## src/hw/rtl/udm_pkg.sv

```systemverilog
`default_nettype none

package udm_pkg;

  // Default operand and result width.
  localparam int DATA_WIDTH_DEFAULT = 64;

  // Sequencer states.
  typedef enum logic [1:0] {
    ST_IDLE,
    ST_RUN,
    ST_HOLD
  } state_t;

  // Control handed from the sequencer to the cell row and output stage.
  typedef struct packed {
    logic load;    // capture a new request into the cells
    logic step;    // perform one shift-and-subtract step
    logic finish;  // move the finished result into the output register
  } ctl_t;

endpackage

`default_nettype wire

```

## src/hw/rtl/udm_cell.sv

```systemverilog
`default_nettype none

module udm_cell
  import udm_pkg::*;
(
  input  wire logic clk,
  input  wire ctl_t ctl,
  input  wire logic q_init,
  input  wire logic d_init,
  input  wire logic q_in,
  input  wire logic r_in,
  input  wire logic sel,
  input  wire logic borrow_in,
  output logic      q,
  output logic      r,
  output logic      borrow_out,
  output logic      d
);

  logic diff;

  // One bit of the trial subtraction of the divisor from the shifted remainder.
  assign diff       = r_in ^ d ^ borrow_in;
  assign borrow_out = (~r_in & (d | borrow_in)) | (d & borrow_in);

  // Remainder, quotient and divisor bits of this column.
  always_ff @(posedge clk) begin
    if (ctl.load) begin
      q <= q_init;
      r <= 1'b0;
      d <= d_init;
    end else if (ctl.step) begin
      q <= q_in;
      r <= sel ? diff : r_in;
    end
  end

endmodule

`default_nettype wire

```

## src/hw/rtl/udm_ctrl.sv

```systemverilog
`default_nettype none

module udm_ctrl
  import udm_pkg::*;
#(
  parameter int DATA_WIDTH = DATA_WIDTH_DEFAULT
) (
  input  wire logic clk,
  input  wire logic rst,
  input  wire logic in_valid,
  input  wire logic out_free,
  output logic      in_ready,
  output ctl_t      ctl
);

  localparam int CW = (DATA_WIDTH > 1) ? $clog2(DATA_WIDTH) : 1;
  localparam logic [CW-1:0] LAST = CW'(DATA_WIDTH - 1);

  state_t        state;
  state_t        state_next;
  logic [CW-1:0] count;

  // Next state.
  always_comb begin
    state_next = state;
    unique case (state)
      ST_IDLE: if (in_valid) state_next = ST_RUN;
      ST_RUN:  if (count == LAST) state_next = ST_HOLD;
      ST_HOLD: if (out_free) state_next = ST_IDLE;
      default: state_next = ST_IDLE;
    endcase
  end

  // Outputs.
  always_comb begin
    in_ready   = 1'b0;
    ctl.load   = 1'b0;
    ctl.step   = 1'b0;
    ctl.finish = 1'b0;
    unique case (state)
      ST_IDLE: begin
        in_ready = 1'b1;
        ctl.load = in_valid;
      end
      ST_RUN:  ctl.step = 1'b1;
      ST_HOLD: ctl.finish = out_free;
      default: in_ready = 1'b0;
    endcase
  end

  // State register and step counter.
  always_ff @(posedge clk) begin
    if (rst) begin
      state <= ST_IDLE;
      count <= '0;
    end else begin
      state <= state_next;
      if (ctl.load) begin
        count <= '0;
      end else if (ctl.step) begin
        count <= count + 1'b1;
      end
    end
  end

`ifndef NO_ASSERTIONS
  a_load_step_excl: assert property (@(posedge clk) disable iff (rst)
    !(ctl.load && ctl.step)) else $error("load and step at once");
  a_load_then_run: assert property (@(posedge clk) disable iff (rst)
    ctl.load |=> (ctl.step && count == '0)) else $error("run did not start");
  a_last_then_hold: assert property (@(posedge clk) disable iff (rst)
    (ctl.step && count == LAST) |=> (state == ST_HOLD)) else $error("run overran");
  a_finish_then_idle: assert property (@(posedge clk) disable iff (rst)
    ctl.finish |=> in_ready) else $error("not idle after finish");
`endif

endmodule

`default_nettype wire

```

## src/hw/rtl/unsigned_divmod_64.sv

```systemverilog
// Unsigned integer divider: quotient and remainder of two DATA_WIDTH-bit operands.
//
// Requests arrive on in_valid/in_ready with dividend and divisor; results leave
// on out_valid/out_ready with quotient, remainder and divide_by_zero.
// A row of DATA_WIDTH bit cells performs restoring division, one quotient bit
// per cycle, the trial subtraction rippling its borrow along the row.
// The request is captured at the accepting edge, DATA_WIDTH shift-and-subtract
// steps follow, and then the result moves into the output register and out_valid
// rises. in_ready is high only while the cell row is empty, so a new request is
// taken only after the previous one has left the cell row, but also while the
// previous result still waits in the output register.
// A zero divisor gives quotient and remainder zero and sets divide_by_zero.
// If the receiver stalls, the finished result waits in the cell row until the
// output register is free, and no further request is taken meanwhile.
// Reset (rst, synchronous) empties the block: in_ready high, out_valid low.
`default_nettype none

module unsigned_divmod_64
  import udm_pkg::*;
#(
  parameter int DATA_WIDTH = DATA_WIDTH_DEFAULT
) (
  input  wire logic                  clk,
  input  wire logic                  rst,
  input  wire logic                  in_valid,
  output logic                       in_ready,
  input  wire logic [DATA_WIDTH-1:0] dividend,
  input  wire logic [DATA_WIDTH-1:0] divisor,
  output logic                       out_valid,
  input  wire logic                  out_ready,
  output logic [DATA_WIDTH-1:0]      quotient,
  output logic [DATA_WIDTH-1:0]      remainder,
  output logic                       divide_by_zero
);

  ctl_t                  ctl;
  logic                  out_free;
  logic                  sel;
  logic                  dz;
  logic [DATA_WIDTH-1:0] q_vec;
  logic [DATA_WIDTH-1:0] r_vec;
  logic [DATA_WIDTH-1:0] d_vec;
  logic [DATA_WIDTH-1:0] q_shift;
  logic [DATA_WIDTH-1:0] r_shift;
  logic [DATA_WIDTH:0]   brw;

  assign out_free = !out_valid || out_ready;

  udm_ctrl #(
    .DATA_WIDTH(DATA_WIDTH)
  ) u_ctrl (
    .clk      (clk),
    .rst      (rst),
    .in_valid (in_valid),
    .out_free (out_free),
    .in_ready (in_ready),
    .ctl      (ctl)
  );

  // Neighbour links: the remainder takes the next dividend bit at its bottom,
  // and the quotient takes the new quotient bit at its bottom.
  assign r_shift = {r_vec[DATA_WIDTH-2:0], q_vec[DATA_WIDTH-1]};
  assign q_shift = {q_vec[DATA_WIDTH-2:0], sel};
  assign brw[0]  = 1'b0;

  // The subtraction is kept when the bit shifted out of the remainder is set
  // or when the row produced no borrow.
  assign sel = r_vec[DATA_WIDTH-1] | ~brw[DATA_WIDTH];

  // Row of bit cells.
  for (genvar i = 0; i < DATA_WIDTH; i++) begin : g_cell
    udm_cell u_cell (
      .clk        (clk),
      .ctl        (ctl),
      .q_init     (dividend[i]),
      .d_init     (divisor[i]),
      .q_in       (q_shift[i]),
      .r_in       (r_shift[i]),
      .sel        (sel),
      .borrow_in  (brw[i]),
      .q          (q_vec[i]),
      .r          (r_vec[i]),
      .borrow_out (brw[i+1]),
      .d          (d_vec[i])
    );
  end

  // Divide-by-zero flag of the request in flight.
  always_ff @(posedge clk) begin
    if (ctl.load) begin
      dz <= (divisor == '0);
    end
  end

  // Output register.
  always_ff @(posedge clk) begin
    if (ctl.finish) begin
      quotient       <= dz ? '0 : q_vec;
      remainder      <= dz ? '0 : r_vec;
      divide_by_zero <= dz;
    end
  end

  always_ff @(posedge clk) begin
    if (rst) begin
      out_valid <= 1'b0;
    end else if (ctl.finish) begin
      out_valid <= 1'b1;
    end else if (out_ready) begin
      out_valid <= 1'b0;
    end
  end

`ifndef NO_ASSERTIONS
  a_finish_free: assert property (@(posedge clk) disable iff (rst)
    ctl.finish |-> out_free) else $error("result overwrote a pending one");
  a_finish_valid: assert property (@(posedge clk) disable iff (rst)
    ctl.finish |=> out_valid) else $error("result not presented");
  a_dz_zero: assert property (@(posedge clk) disable iff (rst)
    (out_valid && divide_by_zero) |-> (quotient == '0 && remainder == '0))
    else $error("non-zero result on divide by zero");
  a_rem_below: assert property (@(posedge clk) disable iff (rst)
    (ctl.finish && !dz) |-> (r_vec < d_vec)) else $error("remainder not reduced");
`endif

endmodule

`default_nettype wire

```

## config.mk

```make
export PLATFORM = sky130hd
export DESIGN_NAME = unsigned_divmod_64
export DESIGN_NICKNAME = d
export VERILOG_FILES = /design/src/hw/rtl/udm_pkg.sv /design/src/hw/rtl/udm_cell.sv /design/src/hw/rtl/udm_ctrl.sv /design/src/hw/rtl/unsigned_divmod_64.sv
export SDC_FILE = /design/constraint.sdc
export NUM_CORES = 1
export LEC_CHECK = 0
export ABC_AREA = 0
export ABC_CLOCK_PERIOD_IN_PS = 33900
export BUFFER_PORTS_ARGS = -buffer_cell sky130_fd_sc_hd__buf_2
export CAP_MARGIN = 15
export CORE_ASPECT_RATIO = 1.75
export CORE_MARGIN = 8
export CORE_UTILIZATION = 25
export DETAILED_ROUTE_END_ITERATION = 8
export HOLD_SLACK_MARGIN = 0.02
export PLACE_DENSITY = 0.4
export SLEW_MARGIN = 20
export SYNTH_ARGS = -nofsm -noshare
export SYNTH_HDL_FRONTEND = slang
export SYNTH_HIERARCHICAL = 1
export SYNTH_SLANG_ARGS = --single-unit
```

## constraint.sdc

```tcl
create_clock -name clk -period 33.9 [get_ports clk]
set_clock_uncertainty 0.15 [all_clocks]
set_input_delay 5.085 -clock clk [delete_from_list [all_inputs] [get_ports clk]]
set_output_delay 5.085 -clock clk [all_outputs]
set_load 0.05 [all_outputs]
```

* Word-level counts from Yosys, hierarchy flattened
Index checks and enable logic that the tools add are counted.
** Storage, ports and cells
- Register bits after elaboration :: 331
- Input port bits :: 132
- Output and inout bits :: 131
** Operators by class
- Add/sub/neg operators :: 1
- Eq/ne operators :: 6
- Mux-type cells :: 202
- Bitwise operators :: 446
- Reductions and logical operators :: 8
** Operators by type and width (number)
- 2-to-1 mux 1 bit :: 198
- bitwise AND 1 bit :: 127
- OR 1 bit :: 127
- XOR 1 bit :: 127
- NOT 1 bit :: 65
- zero test 64 bit :: 1
- adder 6 x 1 -> 6 bit (second input constant) :: 1
- == test 6 bit (second input constant) :: 1
- 2-to-1 mux 2 bit :: 3
- case mux 2 bit (3 select lines) :: 1
- != test 2 x 1 -> 1 bit (second input constant) :: 2
- nonzero test 2 bit :: 2
- AND reduction 3 bit :: 1
- == test 2 x 1 -> 1 bit (second input constant) :: 1
- == test 2 bit (second input constant) :: 1
- zero test 2 bit :: 1
- != test 2 bit (second input constant) :: 1
- OR reduction 2 bit :: 1
- zero test 1 bit :: 1
- logical OR 1 bit :: 1

* Longest topological paths before layout
Gate-level depths: netlist of the first run.
- Word-level depth :: 195
- Depth in mapped cells :: 68
- Gate-level depth less buffers :: 68

* Modules after synthesis
The synthesis of the first run kept the hierarchy.
** By module, submodules not included
- unsigned_divmod_64 :: times used 1, cells an instance 299, area an instance 4951.0 sq um, seq. area each 3923.8 sq um
- udm_cell (g_cell[0].u_cell ...) :: times used 32, cells an instance 12, area an instance 152.6 sq um, seq. area each 80.1 sq um
- udm_cell (g_cell[39].u_cell ...) :: times used 32, cells an instance 11, area an instance 146.4 sq um, seq. area each 80.1 sq um
- udm_ctrl :: times used 1, cells an instance 46, area an instance 434.2 sq um, seq. area each 160.2 sq um

* Least setup slack after synthesis of the first run
OpenSTA, ideal clock, no wires.
- Path type :: register -> register
- Start point :: register g_cell[63].u_cell.q
- End point :: register g_cell[39].u_cell.r
- Setup time :: 0.564 ns
- Arrival time :: 29.281 ns
- Data required time :: 33.186 ns
- Setup slack :: 3.905 ns
- Stages on the path, launching flop included :: 69
- Buffers on the path :: 0
- Clock period less this slack :: 29.995 ns
- Cells stage by stage :: edfxtp_1 inv_1 fa_1 fa_1 fa_1 fa_1 fa_1 fa_1 fa_1 fa_1 fa_1 fa_1 fa_1 fa_1 fa_1 fa_1 fa_1 fa_1 (+33 left out) fa_1 fa_1 fa_1 fa_1 fa_1 fa_1 fa_1 fa_1 fa_1 fa_1 fa_1 fa_1 fa_1 fa_1 fa_1 nand2b_1 nand2b_1 a311oi_1
** On the way
- Cells in the longest elaborated chain, start to end :: 194
- Elaborated cells on any way between the ends :: 258
- Those cells by class :: mux (1); bitwise (257)
** Ends and longest elaborated chain
- start, declared :: line udm_cell.sv:14 : output logic q,
- start signal, assigned :: line udm_cell.sv:29 : q <= q_init;
- start signal, assigned :: line udm_cell.sv:33 : q <= q_in;
- NOT 1 bit * :: line udm_cell.sv:24 : assign borrow_out = (~r_in & (d | borrow_in)) | (d & borrow_in);
- bitwise AND 1 bit * :: line udm_cell.sv:24
- via brw[1] :: line unsigned_divmod_64.sv:45 : logic [DATA_WIDTH:0] brw;
- OR 1 bit :: line udm_cell.sv:24
- bitwise AND 1 bit :: line udm_cell.sv:24
- OR 1 bit * :: line udm_cell.sv:24
- via brw[2] :: line unsigned_divmod_64.sv:45
- OR 1 bit :: line udm_cell.sv:24
- (+2 left out)
- via brw[3] :: line unsigned_divmod_64.sv:45
- (+3 left out)
- via brw[4] :: line unsigned_divmod_64.sv:45
- (+3 left out)
- via brw[5] :: line unsigned_divmod_64.sv:45
- (+3 left out)
- via brw[6] :: line unsigned_divmod_64.sv:45
- (+3 left out)
- via brw[7] :: line unsigned_divmod_64.sv:45
- (+3 left out)
- via brw[8] :: line unsigned_divmod_64.sv:45
- (+3 left out)
- via brw[9] :: line unsigned_divmod_64.sv:45
- (+3 left out)
- via brw[10] :: line unsigned_divmod_64.sv:45
- (+3 left out)
- via brw[11] :: line unsigned_divmod_64.sv:45
- (+3 left out)
- via brw[12] :: line unsigned_divmod_64.sv:45
- (+3 left out)
- via brw[13] :: line unsigned_divmod_64.sv:45
- (+3 left out)
- via brw[14] :: line unsigned_divmod_64.sv:45
- (+3 left out)
- via brw[15] :: line unsigned_divmod_64.sv:45
- (+3 left out)
- via brw[16] :: line unsigned_divmod_64.sv:45
- (+3 left out)
- via brw[17] :: line unsigned_divmod_64.sv:45
- (+3 left out)
- via brw[18] :: line unsigned_divmod_64.sv:45
- (+3 left out)
- via brw[19] :: line unsigned_divmod_64.sv:45
- (+3 left out)
- via brw[20] :: line unsigned_divmod_64.sv:45
- (+3 left out)
- via brw[21] :: line unsigned_divmod_64.sv:45
- (+3 left out)
- via brw[22] :: line unsigned_divmod_64.sv:45
- (+3 left out)
- via brw[23] :: line unsigned_divmod_64.sv:45
- (+3 left out)
- via brw[24] :: line unsigned_divmod_64.sv:45
- (+3 left out)
- via brw[25] :: line unsigned_divmod_64.sv:45
- (+3 left out)
- via brw[26] :: line unsigned_divmod_64.sv:45
- (+3 left out)
- via brw[27] :: line unsigned_divmod_64.sv:45
- (+3 left out)
- via brw[28] :: line unsigned_divmod_64.sv:45
- (+3 left out)
- via brw[29] :: line unsigned_divmod_64.sv:45
- (+3 left out)
- via brw[30] :: line unsigned_divmod_64.sv:45
- (+3 left out)
- via brw[31] :: line unsigned_divmod_64.sv:45
- (+3 left out)
- via brw[32] :: line unsigned_divmod_64.sv:45
- (+3 left out)
- via brw[33] :: line unsigned_divmod_64.sv:45
- (+3 left out)
- via brw[34] :: line unsigned_divmod_64.sv:45
- (+3 left out)
- via brw[35] :: line unsigned_divmod_64.sv:45
- (+3 left out)
- via brw[36] :: line unsigned_divmod_64.sv:45
- (+3 left out)
- via brw[37] :: line unsigned_divmod_64.sv:45
- (+3 left out)
- via brw[38] :: line unsigned_divmod_64.sv:45
- (+3 left out)
- via brw[39] :: line unsigned_divmod_64.sv:45
- (+3 left out)
- via brw[40] :: line unsigned_divmod_64.sv:45
- (+3 left out)
- via brw[41] :: line unsigned_divmod_64.sv:45
- (+3 left out)
- via brw[42] :: line unsigned_divmod_64.sv:45
- (+3 left out)
- via brw[43] :: line unsigned_divmod_64.sv:45
- (+3 left out)
- via brw[44] :: line unsigned_divmod_64.sv:45
- (+3 left out)
- via brw[45] :: line unsigned_divmod_64.sv:45
- (+3 left out)
- via brw[46] :: line unsigned_divmod_64.sv:45
- (+3 left out)
- via brw[47] :: line unsigned_divmod_64.sv:45
- (+3 left out)
- via brw[48] :: line unsigned_divmod_64.sv:45
- (+3 left out)
- via brw[49] :: line unsigned_divmod_64.sv:45
- (+3 left out)
- via brw[50] :: line unsigned_divmod_64.sv:45
- (+3 left out)
- via brw[51] :: line unsigned_divmod_64.sv:45
- (+3 left out)
- via brw[52] :: line unsigned_divmod_64.sv:45
- (+3 left out)
- via brw[53] :: line unsigned_divmod_64.sv:45
- (+3 left out)
- via brw[54] :: line unsigned_divmod_64.sv:45
- (+3 left out)
- via brw[55] :: line unsigned_divmod_64.sv:45
- (+3 left out)
- via brw[56] :: line unsigned_divmod_64.sv:45
- (+3 left out)
- via brw[57] :: line unsigned_divmod_64.sv:45
- (+3 left out)
- via brw[58] :: line unsigned_divmod_64.sv:45
- (+3 left out)
- via brw[59] :: line unsigned_divmod_64.sv:45
- (+3 left out)
- via brw[60] :: line unsigned_divmod_64.sv:45
- (+3 left out)
- via brw[61] :: line unsigned_divmod_64.sv:45
- (+3 left out)
- via brw[62] :: line unsigned_divmod_64.sv:45
- (+3 left out)
- via brw[63] :: line unsigned_divmod_64.sv:45
- OR 1 bit :: line udm_cell.sv:24
- bitwise AND 1 bit :: line udm_cell.sv:24
- OR 1 bit * :: line udm_cell.sv:24
- via brw[64] :: line unsigned_divmod_64.sv:45
- NOT 1 bit * :: line unsigned_divmod_64.sv:68 : assign sel = r_vec[DATA_WIDTH-1] | ~brw[DATA_WIDTH];
- OR 1 bit * :: line unsigned_divmod_64.sv:68
- via q_shift[0] :: line unsigned_divmod_64.sv:43 : logic [DATA_WIDTH-1:0] q_shift;
- 2-to-1 mux 1 bit * :: line udm_cell.sv:34 : r <= sel ? diff : r_in;
- end signal, assigned :: line udm_cell.sv:34
- end, declared :: line udm_cell.sv:15 : output logic r,
The timed path passes the listed nets; every way through them passes the cells marked *.
A chain may end at the register's enable or synchronous reset.

* Final worst setup path of the first run
- Start point :: register g_cell[63].u_cell.q
- End point :: register g_cell[2].u_cell.r
** On the way
- Cells in the longest elaborated chain, start to end :: 194
- Elaborated cells on any way between the ends :: 258
- Those cells by class :: mux (1); bitwise (257)
** Ends and longest elaborated chain (line)
- NOT 1 bit * :: udm_cell.sv:24
- bitwise AND 1 bit * :: udm_cell.sv:24
- via brw[1] :: unsigned_divmod_64.sv:45
- OR 1 bit :: udm_cell.sv:24
- bitwise AND 1 bit :: udm_cell.sv:24
- OR 1 bit * :: udm_cell.sv:24
- via brw[2] :: unsigned_divmod_64.sv:45
- OR 1 bit :: udm_cell.sv:24
- (+2 left out)
- via brw[3] :: unsigned_divmod_64.sv:45
- (+3 left out)
- via brw[4] :: unsigned_divmod_64.sv:45
- (+3 left out)
- via brw[5] :: unsigned_divmod_64.sv:45
- (+3 left out)
- via brw[6] :: unsigned_divmod_64.sv:45
- (+3 left out)
- via brw[7] :: unsigned_divmod_64.sv:45
- (+3 left out)
- via brw[8] :: unsigned_divmod_64.sv:45
- (+3 left out)
- via brw[9] :: unsigned_divmod_64.sv:45
- (+3 left out)
- via brw[10] :: unsigned_divmod_64.sv:45
- (+3 left out)
- via brw[11] :: unsigned_divmod_64.sv:45
- (+3 left out)
- via brw[12] :: unsigned_divmod_64.sv:45
- (+3 left out)
- via brw[13] :: unsigned_divmod_64.sv:45
- (+3 left out)
- via brw[14] :: unsigned_divmod_64.sv:45
- (+3 left out)
- via brw[15] :: unsigned_divmod_64.sv:45
- (+3 left out)
- via brw[16] :: unsigned_divmod_64.sv:45
- (+3 left out)
- via brw[17] :: unsigned_divmod_64.sv:45
- (+3 left out)
- via brw[18] :: unsigned_divmod_64.sv:45
- (+3 left out)
- via brw[19] :: unsigned_divmod_64.sv:45
- (+3 left out)
- via brw[20] :: unsigned_divmod_64.sv:45
- (+3 left out)
- via brw[21] :: unsigned_divmod_64.sv:45
- (+3 left out)
- via brw[22] :: unsigned_divmod_64.sv:45
- (+3 left out)
- via brw[23] :: unsigned_divmod_64.sv:45
- (+3 left out)
- via brw[24] :: unsigned_divmod_64.sv:45
- (+3 left out)
- via brw[25] :: unsigned_divmod_64.sv:45
- (+3 left out)
- via brw[26] :: unsigned_divmod_64.sv:45
- (+3 left out)
- via brw[27] :: unsigned_divmod_64.sv:45
- (+3 left out)
- via brw[28] :: unsigned_divmod_64.sv:45
- (+3 left out)
- via brw[29] :: unsigned_divmod_64.sv:45
- (+3 left out)
- via brw[30] :: unsigned_divmod_64.sv:45
- (+3 left out)
- via brw[31] :: unsigned_divmod_64.sv:45
- (+3 left out)
- via brw[32] :: unsigned_divmod_64.sv:45
- (+3 left out)
- via brw[33] :: unsigned_divmod_64.sv:45
- (+3 left out)
- via brw[34] :: unsigned_divmod_64.sv:45
- (+3 left out)
- via brw[35] :: unsigned_divmod_64.sv:45
- (+3 left out)
- via brw[36] :: unsigned_divmod_64.sv:45
- (+3 left out)
- via brw[37] :: unsigned_divmod_64.sv:45
- (+3 left out)
- via brw[38] :: unsigned_divmod_64.sv:45
- (+3 left out)
- via brw[39] :: unsigned_divmod_64.sv:45
- (+3 left out)
- via brw[40] :: unsigned_divmod_64.sv:45
- (+3 left out)
- via brw[41] :: unsigned_divmod_64.sv:45
- (+3 left out)
- via brw[42] :: unsigned_divmod_64.sv:45
- (+3 left out)
- via brw[43] :: unsigned_divmod_64.sv:45
- (+3 left out)
- via brw[44] :: unsigned_divmod_64.sv:45
- (+3 left out)
- via brw[45] :: unsigned_divmod_64.sv:45
- (+3 left out)
- via brw[46] :: unsigned_divmod_64.sv:45
- (+3 left out)
- via brw[47] :: unsigned_divmod_64.sv:45
- (+3 left out)
- via brw[48] :: unsigned_divmod_64.sv:45
- (+3 left out)
- via brw[49] :: unsigned_divmod_64.sv:45
- (+3 left out)
- via brw[50] :: unsigned_divmod_64.sv:45
- (+3 left out)
- via brw[51] :: unsigned_divmod_64.sv:45
- (+3 left out)
- via brw[52] :: unsigned_divmod_64.sv:45
- (+3 left out)
- via brw[53] :: unsigned_divmod_64.sv:45
- (+3 left out)
- via brw[54] :: unsigned_divmod_64.sv:45
- (+3 left out)
- via brw[55] :: unsigned_divmod_64.sv:45
- (+3 left out)
- via brw[56] :: unsigned_divmod_64.sv:45
- (+3 left out)
- via brw[57] :: unsigned_divmod_64.sv:45
- (+3 left out)
- via brw[58] :: unsigned_divmod_64.sv:45
- (+3 left out)
- via brw[59] :: unsigned_divmod_64.sv:45
- (+3 left out)
- via brw[60] :: unsigned_divmod_64.sv:45
- (+3 left out)
- via brw[61] :: unsigned_divmod_64.sv:45
- (+3 left out)
- via brw[62] :: unsigned_divmod_64.sv:45
- (+3 left out)
- via brw[63] :: unsigned_divmod_64.sv:45
- OR 1 bit :: udm_cell.sv:24
- bitwise AND 1 bit :: udm_cell.sv:24
- OR 1 bit * :: udm_cell.sv:24
- via brw[64] :: unsigned_divmod_64.sv:45
- NOT 1 bit * :: unsigned_divmod_64.sv:68
- OR 1 bit * :: unsigned_divmod_64.sv:68
- via q_shift[0] :: unsigned_divmod_64.sv:43
- 2-to-1 mux 1 bit * :: udm_cell.sv:34
- end signal, assigned :: udm_cell.sv:34
- end, declared :: udm_cell.sv:15
Marks and branches as above.

==> impl_metrics.env, run 1 <==
export IMPL_relSlewSlack=0.345
export IMPL_syn_inst=1081
export IMPL_dieArea_sq_um=68200
export IMPL_rsz0062_at_grt="false"
export IMPL_cts_setup_buffers=0
export IMPL_arrival_ns=30.12
export IMPL_p_comb_frac=0.159
export IMPL_numCtsBuffers=36
export IMPL_cts_tree="yes"
export IMPL_ys_flop_type="edfxtp_1"
export IMPL_drive_gt1_frac=0.284
export IMPL_synth_edf_count=258
export IMPL_ys_top_cells_by_count="edfxtp_1, nor2b_1, inv_1"
export IMPL_dp_slack_ns=3.57
export IMPL_cp_end_kind="flop"
export IMPL_synth_compound_area_frac=0.0407
export IMPL_dr_pass1_iters=4
export IMPL_ctsResizeCount=0
export IMPL_gp_congestion=0.711
export IMPL_synth_seq_cells=331
export IMPL_clockBufferDepth=3
export IMPL_syn_to_final_growth_pct=23.4
export IMPL_tightest_slew_ns=0.982
export IMPL_maxCapViolCount=0
export IMPL_cp_common_cell="fa_1"
export IMPL_synthAdderAreaFrac=0.0865
export IMPL_routedWlPerCell_microns=17.6
export IMPL_switching_share=0.260
export IMPL_htreeDepth=2
export IMPL_min_period_over_period=0.880
export IMPL_setup_ws_ns=4.06
export IMPL_grt_pass1_vias=9853
export IMPL_via_count=9035
export IMPL_fin_crit_ns=29.84
export IMPL_dp_hpwl_microns=26200
export IMPL_avgSynthCellArea_sq_um=13.8
export IMPL_pin_count=263
export IMPL_antenna_found_initial=7
export IMPL_synth_simple_gate_area_frac=0.176
export IMPL_avgViaCountPerCell=4.14
export IMPL_slowest_delay_ns=0.73
export IMPL_post_synth_top_count_cell="edfxtp_1"
export IMPL_synth_top_area_frac=0.518
export IMPL_ys_seq_area_frac=0.616
export IMPL_synth_top_family_by_area="simple AND/OR/NAND/NOR gates"
export IMPL_fin_tns_setup_ns=0
export IMPL_clk_pin_slew_ns=0.06
export IMPL_root_buffer="clkbuf_16"
export IMPL_final_setup_viol_count=0
export IMPL_synth_mux_area_frac=0.0489
export IMPL_grt_usage=0.111
export IMPL_die_w_microns=201
export IMPL_syn_area_sq_um=15000
export IMPL_fin_util=0.312
export IMPL_drc=0
export IMPL_drt_wl_total_microns=38400
export IMPL_start_kind="flop"
export IMPL_slew_violations=0
export IMPL_clockPowerShare=0.376
export IMPL_overflow=0
export IMPL_grt_pass1_wl_microns=59600
export IMPL_die_height_microns=340
export IMPL_hp_class="flop to flop"
export IMPL_fp_coreArea_sq_um=59200
export IMPL_synthDistinctLibCells=35
export IMPL_grt_max_degree=150
export IMPL_dpl_cell_area_sq_um=17300
export IMPL_p_sw_mw=0.279
export IMPL_cp_slowest_cell="buf_4"
export IMPL_status="complete, no violations"
export IMPL_port_buffers=262
export IMPL_initial_core_util=0.253
export IMPL_p_seq_frac=0.466
export IMPL_power_density_nw_per_um2=58.1
export IMPL_p_leak_nw=6.72
export IMPL_num_nets_final=1571
export IMPL_synthArstFlopShare=0
export IMPL_synth_fp_nets=1278
export IMPL_ant_nets=0
export IMPL_row_count=118
export IMPL_drtIter0Drc=302
export IMPL_hold_buffers=0
export IMPL_max_freq_mhz=33.5
export IMPL_fillerInstances=6029
export IMPL_yosysTopAreaCell="edfxtp_1"
export IMPL_worst_setup_path_type="flop to flop"
export IMPL_cts_sinks=331
export IMPL_vdd_drop_max_v=0.0000348
export IMPL_insertion_delay_ns=0.54
export IMPL_required_ns=34.18
export IMPL_p_int_mw=0.793
export IMPL_critPathMaxFanout=108
export IMPL_synth_warnings=6
export IMPL_hold_violations=0
export IMPL_synth_xor_area_frac=0.00117
export IMPL_final_area_sq_um=18500
export IMPL_yosys_top_cells_area="edfxtp_1, dfxtp_1, fa_1, nor2b_1, nand2b_1"
-- stage by stage --
stage	hold slack (ns)	power, mW	instances
after floorplan	0.288	0.636	1081
after global placement	0.319	0.682	2116
after detailed placement	0.358	0.685	2116
after CTS	0.368	1.10	2180
after global routing	0.383	1.14	2182
final	0.365	1.07	2183
-- routing by layer --
layer,GRT usage,vias to the layer above,part of all wire
met3,0.0277,54,0.054
met4,0.0410,4,0.028
met5,0,-,0.00065
li1,-,4390,-
met2,0.193,238,0.49
met1,0.131,4349,0.42
-- final cells by class --
class	count	area, sq um	area share
multi-input combinational	635	5310	0.288
antenna	3	7.51	0.000407
clock buffer	48	1020	0.0552
inverter	98	368	0.0199
timing repair buffer	272	1410	0.0762
sequential	331	9210	0.499
clock inverter	16	164	0.00888
tap	780	976	0.0529
-- registers in the layout (all words and copies together), names as in the netlist --
signal           count
u_ctrl/state         2
quotient            64
divide_by_zero       1
dz                   1
remainder           64
g_cell.u_cell/d     64
g_cell.u_cell/r     64
g_cell.u_cell/q     64
u_ctrl/count         6
out_valid            1
-- power by group through the flow --
| stage | Combinational, mW | Sequential [mW] | Clock (mW) |
|---|---|---|---|
| final | 0.170 | 0.499 | 0.403 |
| after global routing | 0.199 | 0.504 | 0.435 |
| after CTS | 0.176 | 0.501 | 0.423 |
| after detailed placement | 0.176 | 0.509 | 0 |
| after global placement | 0.173 | 0.509 | 0 |
| after floorplan | 0.137 | 0.499 | 0 |
-- worst paths after layout --
kind	slack, ns	cells after the start	endpoint	startpoint
worst min-delay path	0.37	2	u_ctrl/count[5]	u_ctrl/count[5]
worst max register to register	4.06	69	g_cell[2].u_cell/r	g_cell[63].u_cell/q
worst max-delay path	4.06	69	g_cell[2].u_cell/r	g_cell[63].u_cell/q
worst min register to register	0.37	2	u_ctrl/count[5]	u_ctrl/count[5]
-- logic make-up (layout without fill, tap and decap cells) --
group	count (synthesis)	after routing
and+or+nand+nor	430	430
muxes	65	65
adders and majority gates	65	65
other	1	4
AOI/OAI and AO/OA	72	72
buffers and inverters	115	434
DFF	331	331
xor gates and xnor gates	2	2
-- critical path: cells and delay by family, from the launching register on --
family	cells	cell delay (ns)
buffers and inverters	2	0.80
AND/OR/NAND/NOR	2	0.30
adder cells (fa/ha/maj)	64	27.65
flip-flops	1	0.37
AO/OA/AOI/OAI	1	0.32
-- layout by cell type, fill, tap and decap left out, types with 3 or more instances in the layout --
cell,synthesis,final
buf_2,4,262
nand4_1,4,4
clkinv_1,0,7
dfxtp_1,73,73
or2_1,32,32
bufinv_16,0,3
clkbuf_16,0,38
and2_1,32,32
nand2_1,3,3
clkinv_2,0,3
nand2b_1,66,65
inv_1,98,98
nor2_1,72,71
clkbuf_8,0,3
o41ai_1,32,32
nor4_1,16,16
buf_4,0,7
fa_1,64,64
a21oi_1,3,3
diode_2,0,3
or2_2,33,33
mux2_1,32,32
mux2_2,32,32
or3b_1,32,32
or3_1,4,4
clkbuf_1,10,7
o21ai_0,3,3
edfxtp_1,258,258
nor2b_1,128,128
a311oi_1,32,32
(Power assumes the default switching activity.)
==> inputs of run 2 (changes only) <==
--- a/config.mk
+++ b/config.mk
@@ -6,7 +6,7 @@
 export NUM_CORES = 1
 export LEC_CHECK = 0
 export ABC_AREA = 0
-export ABC_CLOCK_PERIOD_IN_PS = 33900
+export ABC_CLOCK_PERIOD_IN_PS = 37100
 export BUFFER_PORTS_ARGS = -buffer_cell sky130_fd_sc_hd__buf_2
 export CAP_MARGIN = 15
 export CORE_ASPECT_RATIO = 1.75
==> constraint.sdc (replaced) <==
create_clock -name clk -period 37.1 [get_ports clk]
set_clock_uncertainty 0.15 [all_clocks]
set_input_delay 5.565 -clock clk [delete_from_list [all_inputs] [get_ports clk]]
set_output_delay 5.565 -clock clk [all_outputs]
set_load 0.05 [all_outputs]
==> impl_metrics.env, run 2 (same netlist as run 1, synthesis figures left out) <==
export IMPL_fillerInstances=6052
export IMPL_dieArea_sq_um=68200
export IMPL_die_height_microns=340
export IMPL_tightest_slew_ns=0.980
export IMPL_r2r_start="g_cell[63].u_cell/q"
export IMPL_gp_congestion=0.711
export IMPL_cp_end_kind="flop"
export IMPL_clockBufferDepth=3
export IMPL_drtIter0Drc=332
export IMPL_fin_crit_ns=29.88
export IMPL_crit_start="g_cell[63].u_cell/q"
export IMPL_ant_nets=0
export IMPL_grt_max_degree=150
export IMPL_clk_pin_slew_ns=0.06
export IMPL_num_nets_final=1571
export IMPL_dr_pass1_iters=4
export IMPL_cts_sinks=331
export IMPL_critPathMaxFanout=108
export IMPL_ctsResizeCount=0
export IMPL_overflow=0
export IMPL_cts_tree="yes"
export IMPL_status="complete, no violations"
export IMPL_slowest_delay_ns=0.71
export IMPL_p_total_mw=0.991
export IMPL_maxCapViolCount=0
export IMPL_syn_to_final_growth_pct=23.7
export IMPL_port_buffers=262
export IMPL_htreeDepth=2
export IMPL_final_cell_mix="buf_2, edfxtp_1, nor2b_1, inv_1, dfxtp_1"
export IMPL_relSlewSlack=0.347
export IMPL_numCtsBuffers=36
export IMPL_cp_common_cell="fa_1"
export IMPL_via_count=9018
export IMPL_hp_class="flop to flop"
export IMPL_min_period_over_period=0.805
export IMPL_drc=0
export IMPL_fin_tns_setup_ns=0
export IMPL_grt_pass1_vias=9919
export IMPL_required_ns=37.38
export IMPL_p_leak_nw=6.74
export IMPL_grt_pass1_wl_microns=60200
export IMPL_dp_hpwl_microns=26200
export IMPL_insertion_delay_ns=0.54
export IMPL_antenna_found_initial=8
export IMPL_worst_setup_path_type="flop to flop"
export IMPL_hold_buffers=0
export IMPL_drt_wl_total_microns=38400
export IMPL_max_freq_mhz=33.5
export IMPL_fp_coreArea_sq_um=59200
export IMPL_final_setup_viol_count=0
export IMPL_grt_usage=0.112
export IMPL_slew_violations=0
export IMPL_drive_gt1_frac=0.286
export IMPL_cp_slowest_cell="buf_4"
export IMPL_cts_setup_buffers=0
export IMPL_root_buffer="clkbuf_16"
export IMPL_row_count=118
export IMPL_initial_core_util=0.253
export IMPL_min_from="u_ctrl/count[5]"
export IMPL_start_kind="flop"
export IMPL_mostFrequentLayoutCell="buf_2"
export IMPL_vdd_drop_max_v=0.0000280
export IMPL_power_density_nw_per_um2=53.5
export IMPL_arrival_ns=30.15
export IMPL_hold_violations=0
export IMPL_avgViaCountPerCell=4.13
export IMPL_pin_count=263
export IMPL_routedWlPerCell_microns=17.6
export IMPL_rsz0062_at_grt="false"
export IMPL_die_w_microns=201
run 2: cell types whose count changed in the layout (fill, tap and decap cells not counted), sizes merged:
cell,delta
clkinv,-3
diode,-1
bufinv,+1
clkbuf,+3
clkinvlp,-1
run 2: per-layer routing:
| metal | share of wire | GRT usage | up-vias |
|---|---|---|---|
| li1 | - | - | 4399 |
| met1 | 0.42 | 0.133 | 4309 |
| met2 | 0.49 | 0.194 | 251 |
| met3 | 0.057 | 0.0284 | 53 |
| met4 | 0.027 | 0.0397 | 6 |
| met5 | 0.0011 | 0 | - |
run 2: per-stage QoR:
step            util  hold slack (ns)  setup WS [ns]  area (sq um)  instances
2_1_floorplan      -            0.288           7.11         15000       1081
3_3_place_gp   0.292            0.319           7.02         17300       2116
3_5_place_dp   0.292            0.354           6.78         17300       2116
4_1_cts        0.312            0.364           6.70         18500       2180
5_1_grt        0.312            0.377           5.90         18500       2181
6_report       0.312            0.363           7.22         18500       2182
run 2: power breakdown:
group / internal, mW / switching [mW] / total (mW)
Clock: 0.224 / 0.154 / 0.379
Sequential: 0.434 / 0.0223 / 0.456
Combinational: 0.0768 / 0.0787 / 0.156
run 2: cell type report:
cell class	count	area, sq um	area share
Sequential cell	331	9210	0.498
Multi-Input combinational cell	635	5310	0.287
Timing Repair Buffer	272	1410	0.0760
Clock buffer	51	1040	0.0562
Tap cell	780	976	0.0528
Inverter	98	368	0.0199
Clock inverter	13	185	0.0100
Antenna cell	2	5.00	0.000271
run 2: critical path: cells and delay by family, from the launching register on:
kind	cells	cell delay, ns
buffers and inverters	2	0.78
AND/OR/NAND/NOR	2	0.30
flip-flops	1	0.37
adder cells (fa/ha/maj)	64	27.71
AO/OA/AOI/OAI	1	0.32
run 2: worst paths after layout:
path	endpoint	slack, ns	depth (start not counted)
setup / recovery	g_cell[2].u_cell/r	7.22	69
hold / removal	u_ctrl/count[5]	0.36	2
setup reg to reg	g_cell[2].u_cell/r	7.22	69
hold reg to reg	u_ctrl/count[5]	0.36	2
==> inputs of run 3 (changes only) <==
--- a/config.mk
+++ b/config.mk
@@ -6,7 +6,7 @@
 export NUM_CORES = 1
 export LEC_CHECK = 0
 export ABC_AREA = 0
-export ABC_CLOCK_PERIOD_IN_PS = 37100
+export ABC_CLOCK_PERIOD_IN_PS = 28200
 export BUFFER_PORTS_ARGS = -buffer_cell sky130_fd_sc_hd__buf_2
 export CAP_MARGIN = 15
 export CORE_ASPECT_RATIO = 1.75
==> constraint.sdc (replaced) <==
create_clock -name clk -period 28.2 [get_ports clk]
set_clock_uncertainty 0.15 [all_clocks]
set_input_delay 4.23 -clock clk [delete_from_list [all_inputs] [get_ports clk]]
set_output_delay 4.23 -clock clk [all_outputs]
set_load 0.05 [all_outputs]
==> impl_metrics.env, run 3 (same netlist as run 1, synthesis figures left out) <==
export IMPL_gp_congestion=0.713
export IMPL_rrSetupSlack_ns=1.09
export IMPL_relSlewSlack=0.325
export IMPL_root_buffer="clkbuf_16"
export IMPL_syn_to_final_growth_pct=26.1
export IMPL_final_cell_mix="buf_2, edfxtp_1, nor2b_1, inv_1, dfxtp_1"
export IMPL_p_comb_frac=0.177
export IMPL_holdWs_ns=0.346
export IMPL_clockPowerShare=0.378
export IMPL_p_leak_nw=6.87
export IMPL_drive_gt1_frac=0.321
export IMPL_antenna_found_initial=8
export IMPL_tightest_slew_ns=1.01
export IMPL_worst_setup_path_type="flop to flop"
export IMPL_avgViaCountPerCell=4.17
export IMPL_ant_nets=0
export IMPL_hold_violations=0
export IMPL_max_freq_mhz=36.9
export IMPL_reg2reg_depth=70
export IMPL_grt_pass1_vias=9910
export IMPL_p_sw_mw=0.349
export IMPL_htreeDepth=2
export IMPL_slowest_delay_ns=0.45
export IMPL_dpl_cell_area_sq_um=17400
export IMPL_status="complete, no violations"
export IMPL_r2r_start="g_cell[63].u_cell/q"
export IMPL_grt_usage=0.116
export IMPL_mostFrequentLayoutCell="buf_2"
export IMPL_required_ns=28.48
export IMPL_dieArea_sq_um=68200
export IMPL_slew_violations=0
export IMPL_insertion_delay_ns=0.53
export IMPL_die_height_microns=340
export IMPL_dp_hpwl_microns=26800
export IMPL_arrival_ns=27.39
export IMPL_final_area_sq_um=18900
export IMPL_cp_common_cell="fa_2"
export IMPL_cp_slowest_cell="fa_1"
export IMPL_cp_top_family="adder cells"
export IMPL_fillerInstances=6013
export IMPL_initial_core_util=0.253
export IMPL_dr_pass1_iters=4
export IMPL_cp_end_kind="flop"
export IMPL_hold_depth=2
export IMPL_worstReg2RegEnd="g_cell[25].u_cell/r"
export IMPL_regArea_sq_um=9210
export IMPL_pin_count=263
export IMPL_clk_pin_slew_ns=0.06
export IMPL_overflow=0
export IMPL_hp_class="flop to flop"
export IMPL_final_setup_viol_count=0
export IMPL_maxCapViolCount=0
export IMPL_die_w_microns=201
export IMPL_min_period_over_period=0.961
export IMPL_grt_pass1_wl_microns=61600
export IMPL_fp_coreArea_sq_um=59200
export IMPL_clockBufferDepth=3
export IMPL_rsz0062_at_grt="false"
export IMPL_grt_max_degree=131
export IMPL_numCtsBuffers=36
export IMPL_multiInputGateArea_sq_um=5420
export IMPL_power_density_nw_per_um2=71.5
export IMPL_row_count=118
export IMPL_worstHoldEndpoint="u_ctrl/count[4]"
export IMPL_cts_sinks=331
export IMPL_start_kind="flop"
export IMPL_min_from="u_ctrl/count[4]"
export IMPL_p_int_mw=0.999
export IMPL_routedWlPerCell_microns=18.2
export IMPL_port_buffers=262
export IMPL_drt_wl_total_microns=39900
export IMPL_path_buf_inv=3
export IMPL_cts_tree="yes"
export IMPL_fin_crit_ns=27.11
export IMPL_switching_share=0.259
export IMPL_drtIter0Drc=288
export IMPL_p_seq_frac=0.445
export IMPL_critPathMaxFanout=11
export IMPL_drc=0
export IMPL_vdd_drop_max_v=0.0000416
export IMPL_via_count=9136
export IMPL_num_nets_final=1583
run 3: cell count changes in the layout (fill, tap and decap cells not counted), moves of 4 or more:
cell      change
fa_1         -37
fa_2         +37
clkbuf_1      -8
clkinv_1      +7
buf_12        +5
buf_16        +4
buf_4         +4
run 3: metrics by stage:
stage          setup WS (ns)  power (mW)   util  TNS (ns)  cells
6_report                1.09        1.35  0.319         0   2193
5_1_grt               0.0461        1.43  0.319         0   2192
4_1_cts              0.00500        1.38  0.318         0   2192
3_5_place_dp          -0.523       0.831  0.293    -27.80   2120
3_3_place_gp          -0.333       0.827  0.293    -19.02   2120
2_1_floorplan         0.0381       0.764      -         0   1081
run 3: worst register-to-register path: cells and delay by family, from the launching register on:
family / cells / cell delay (ns)
AO/OA/AOI/OAI: 1 / 0.29
AND/OR/NAND/NOR: 2 / 0.26
adder cells (fa/ha/maj): 64 / 25.57
buffers and inverters: 3 / 0.34
flip-flops: 1 / 0.34
run 3: how the worst max path moves through the flow:
| stage | start | to | slack, ns | cells after the start |
|---|---|---|---|---|
| 2_1_floorplan | g_cell[63].u_cell/q | g_cell[39].u_cell/r | 0.04 | 68 |
| 3_3_place_gp | g_cell[63].u_cell/q | g_cell[32].u_cell/r | -0.33 | 69 |
| 3_5_place_dp | g_cell[63].u_cell/q | g_cell[16].u_cell/r | -0.52 | 69 |
| 4_1_cts | g_cell[63].u_cell/q | g_cell[25].u_cell/r | 0.005 | 70 |
| 5_1_grt | g_cell[63].u_cell/q | g_cell[62].u_cell/r | 0.05 | 70 |
| 6_report | g_cell[63].u_cell/q | g_cell[25].u_cell/r | 1.09 | 70 |
run 3: power by group through the flow:
stage	Clock [mW]	Combinational [mW]	Sequential, mW
after floorplan	0	0.164	0.600
after detailed placement	0	0.219	0.612
after global routing	0.550	0.274	0.607
after global placement	0	0.215	0.612
final	0.510	0.238	0.601
after CTS	0.535	0.244	0.602
run 3: cell type report:
| class | instances | share of cell area |
|---|---|---|
| flip-flops and latches | 331 | 0.488 |
| well taps | 780 | 0.0517 |
| clock buffers | 39 | 0.0500 |
| multi-input cells | 635 | 0.288 |
| inverters | 98 | 0.0195 |
| clock inverters | 25 | 0.0161 |
| diodes | 1 | 0.000133 |
| repair buffers | 284 | 0.0867 |
run 3: metal layers:
metal	part of all wire	wire length, microns	GRT usage
met5	0.0013	51	0
met4	0.024	963	0.0380
met3	0.057	2280	0.0312
met2	0.49	19700	0.202
met1	0.42	16900	0.136
run 3: repair_timing:
item,in CTS,in global routing
hold buffers,0,0
setup buffers,4,0
gates cloned,4,0
gates resized for setup,15,15
setup endpoints to repair,65,65
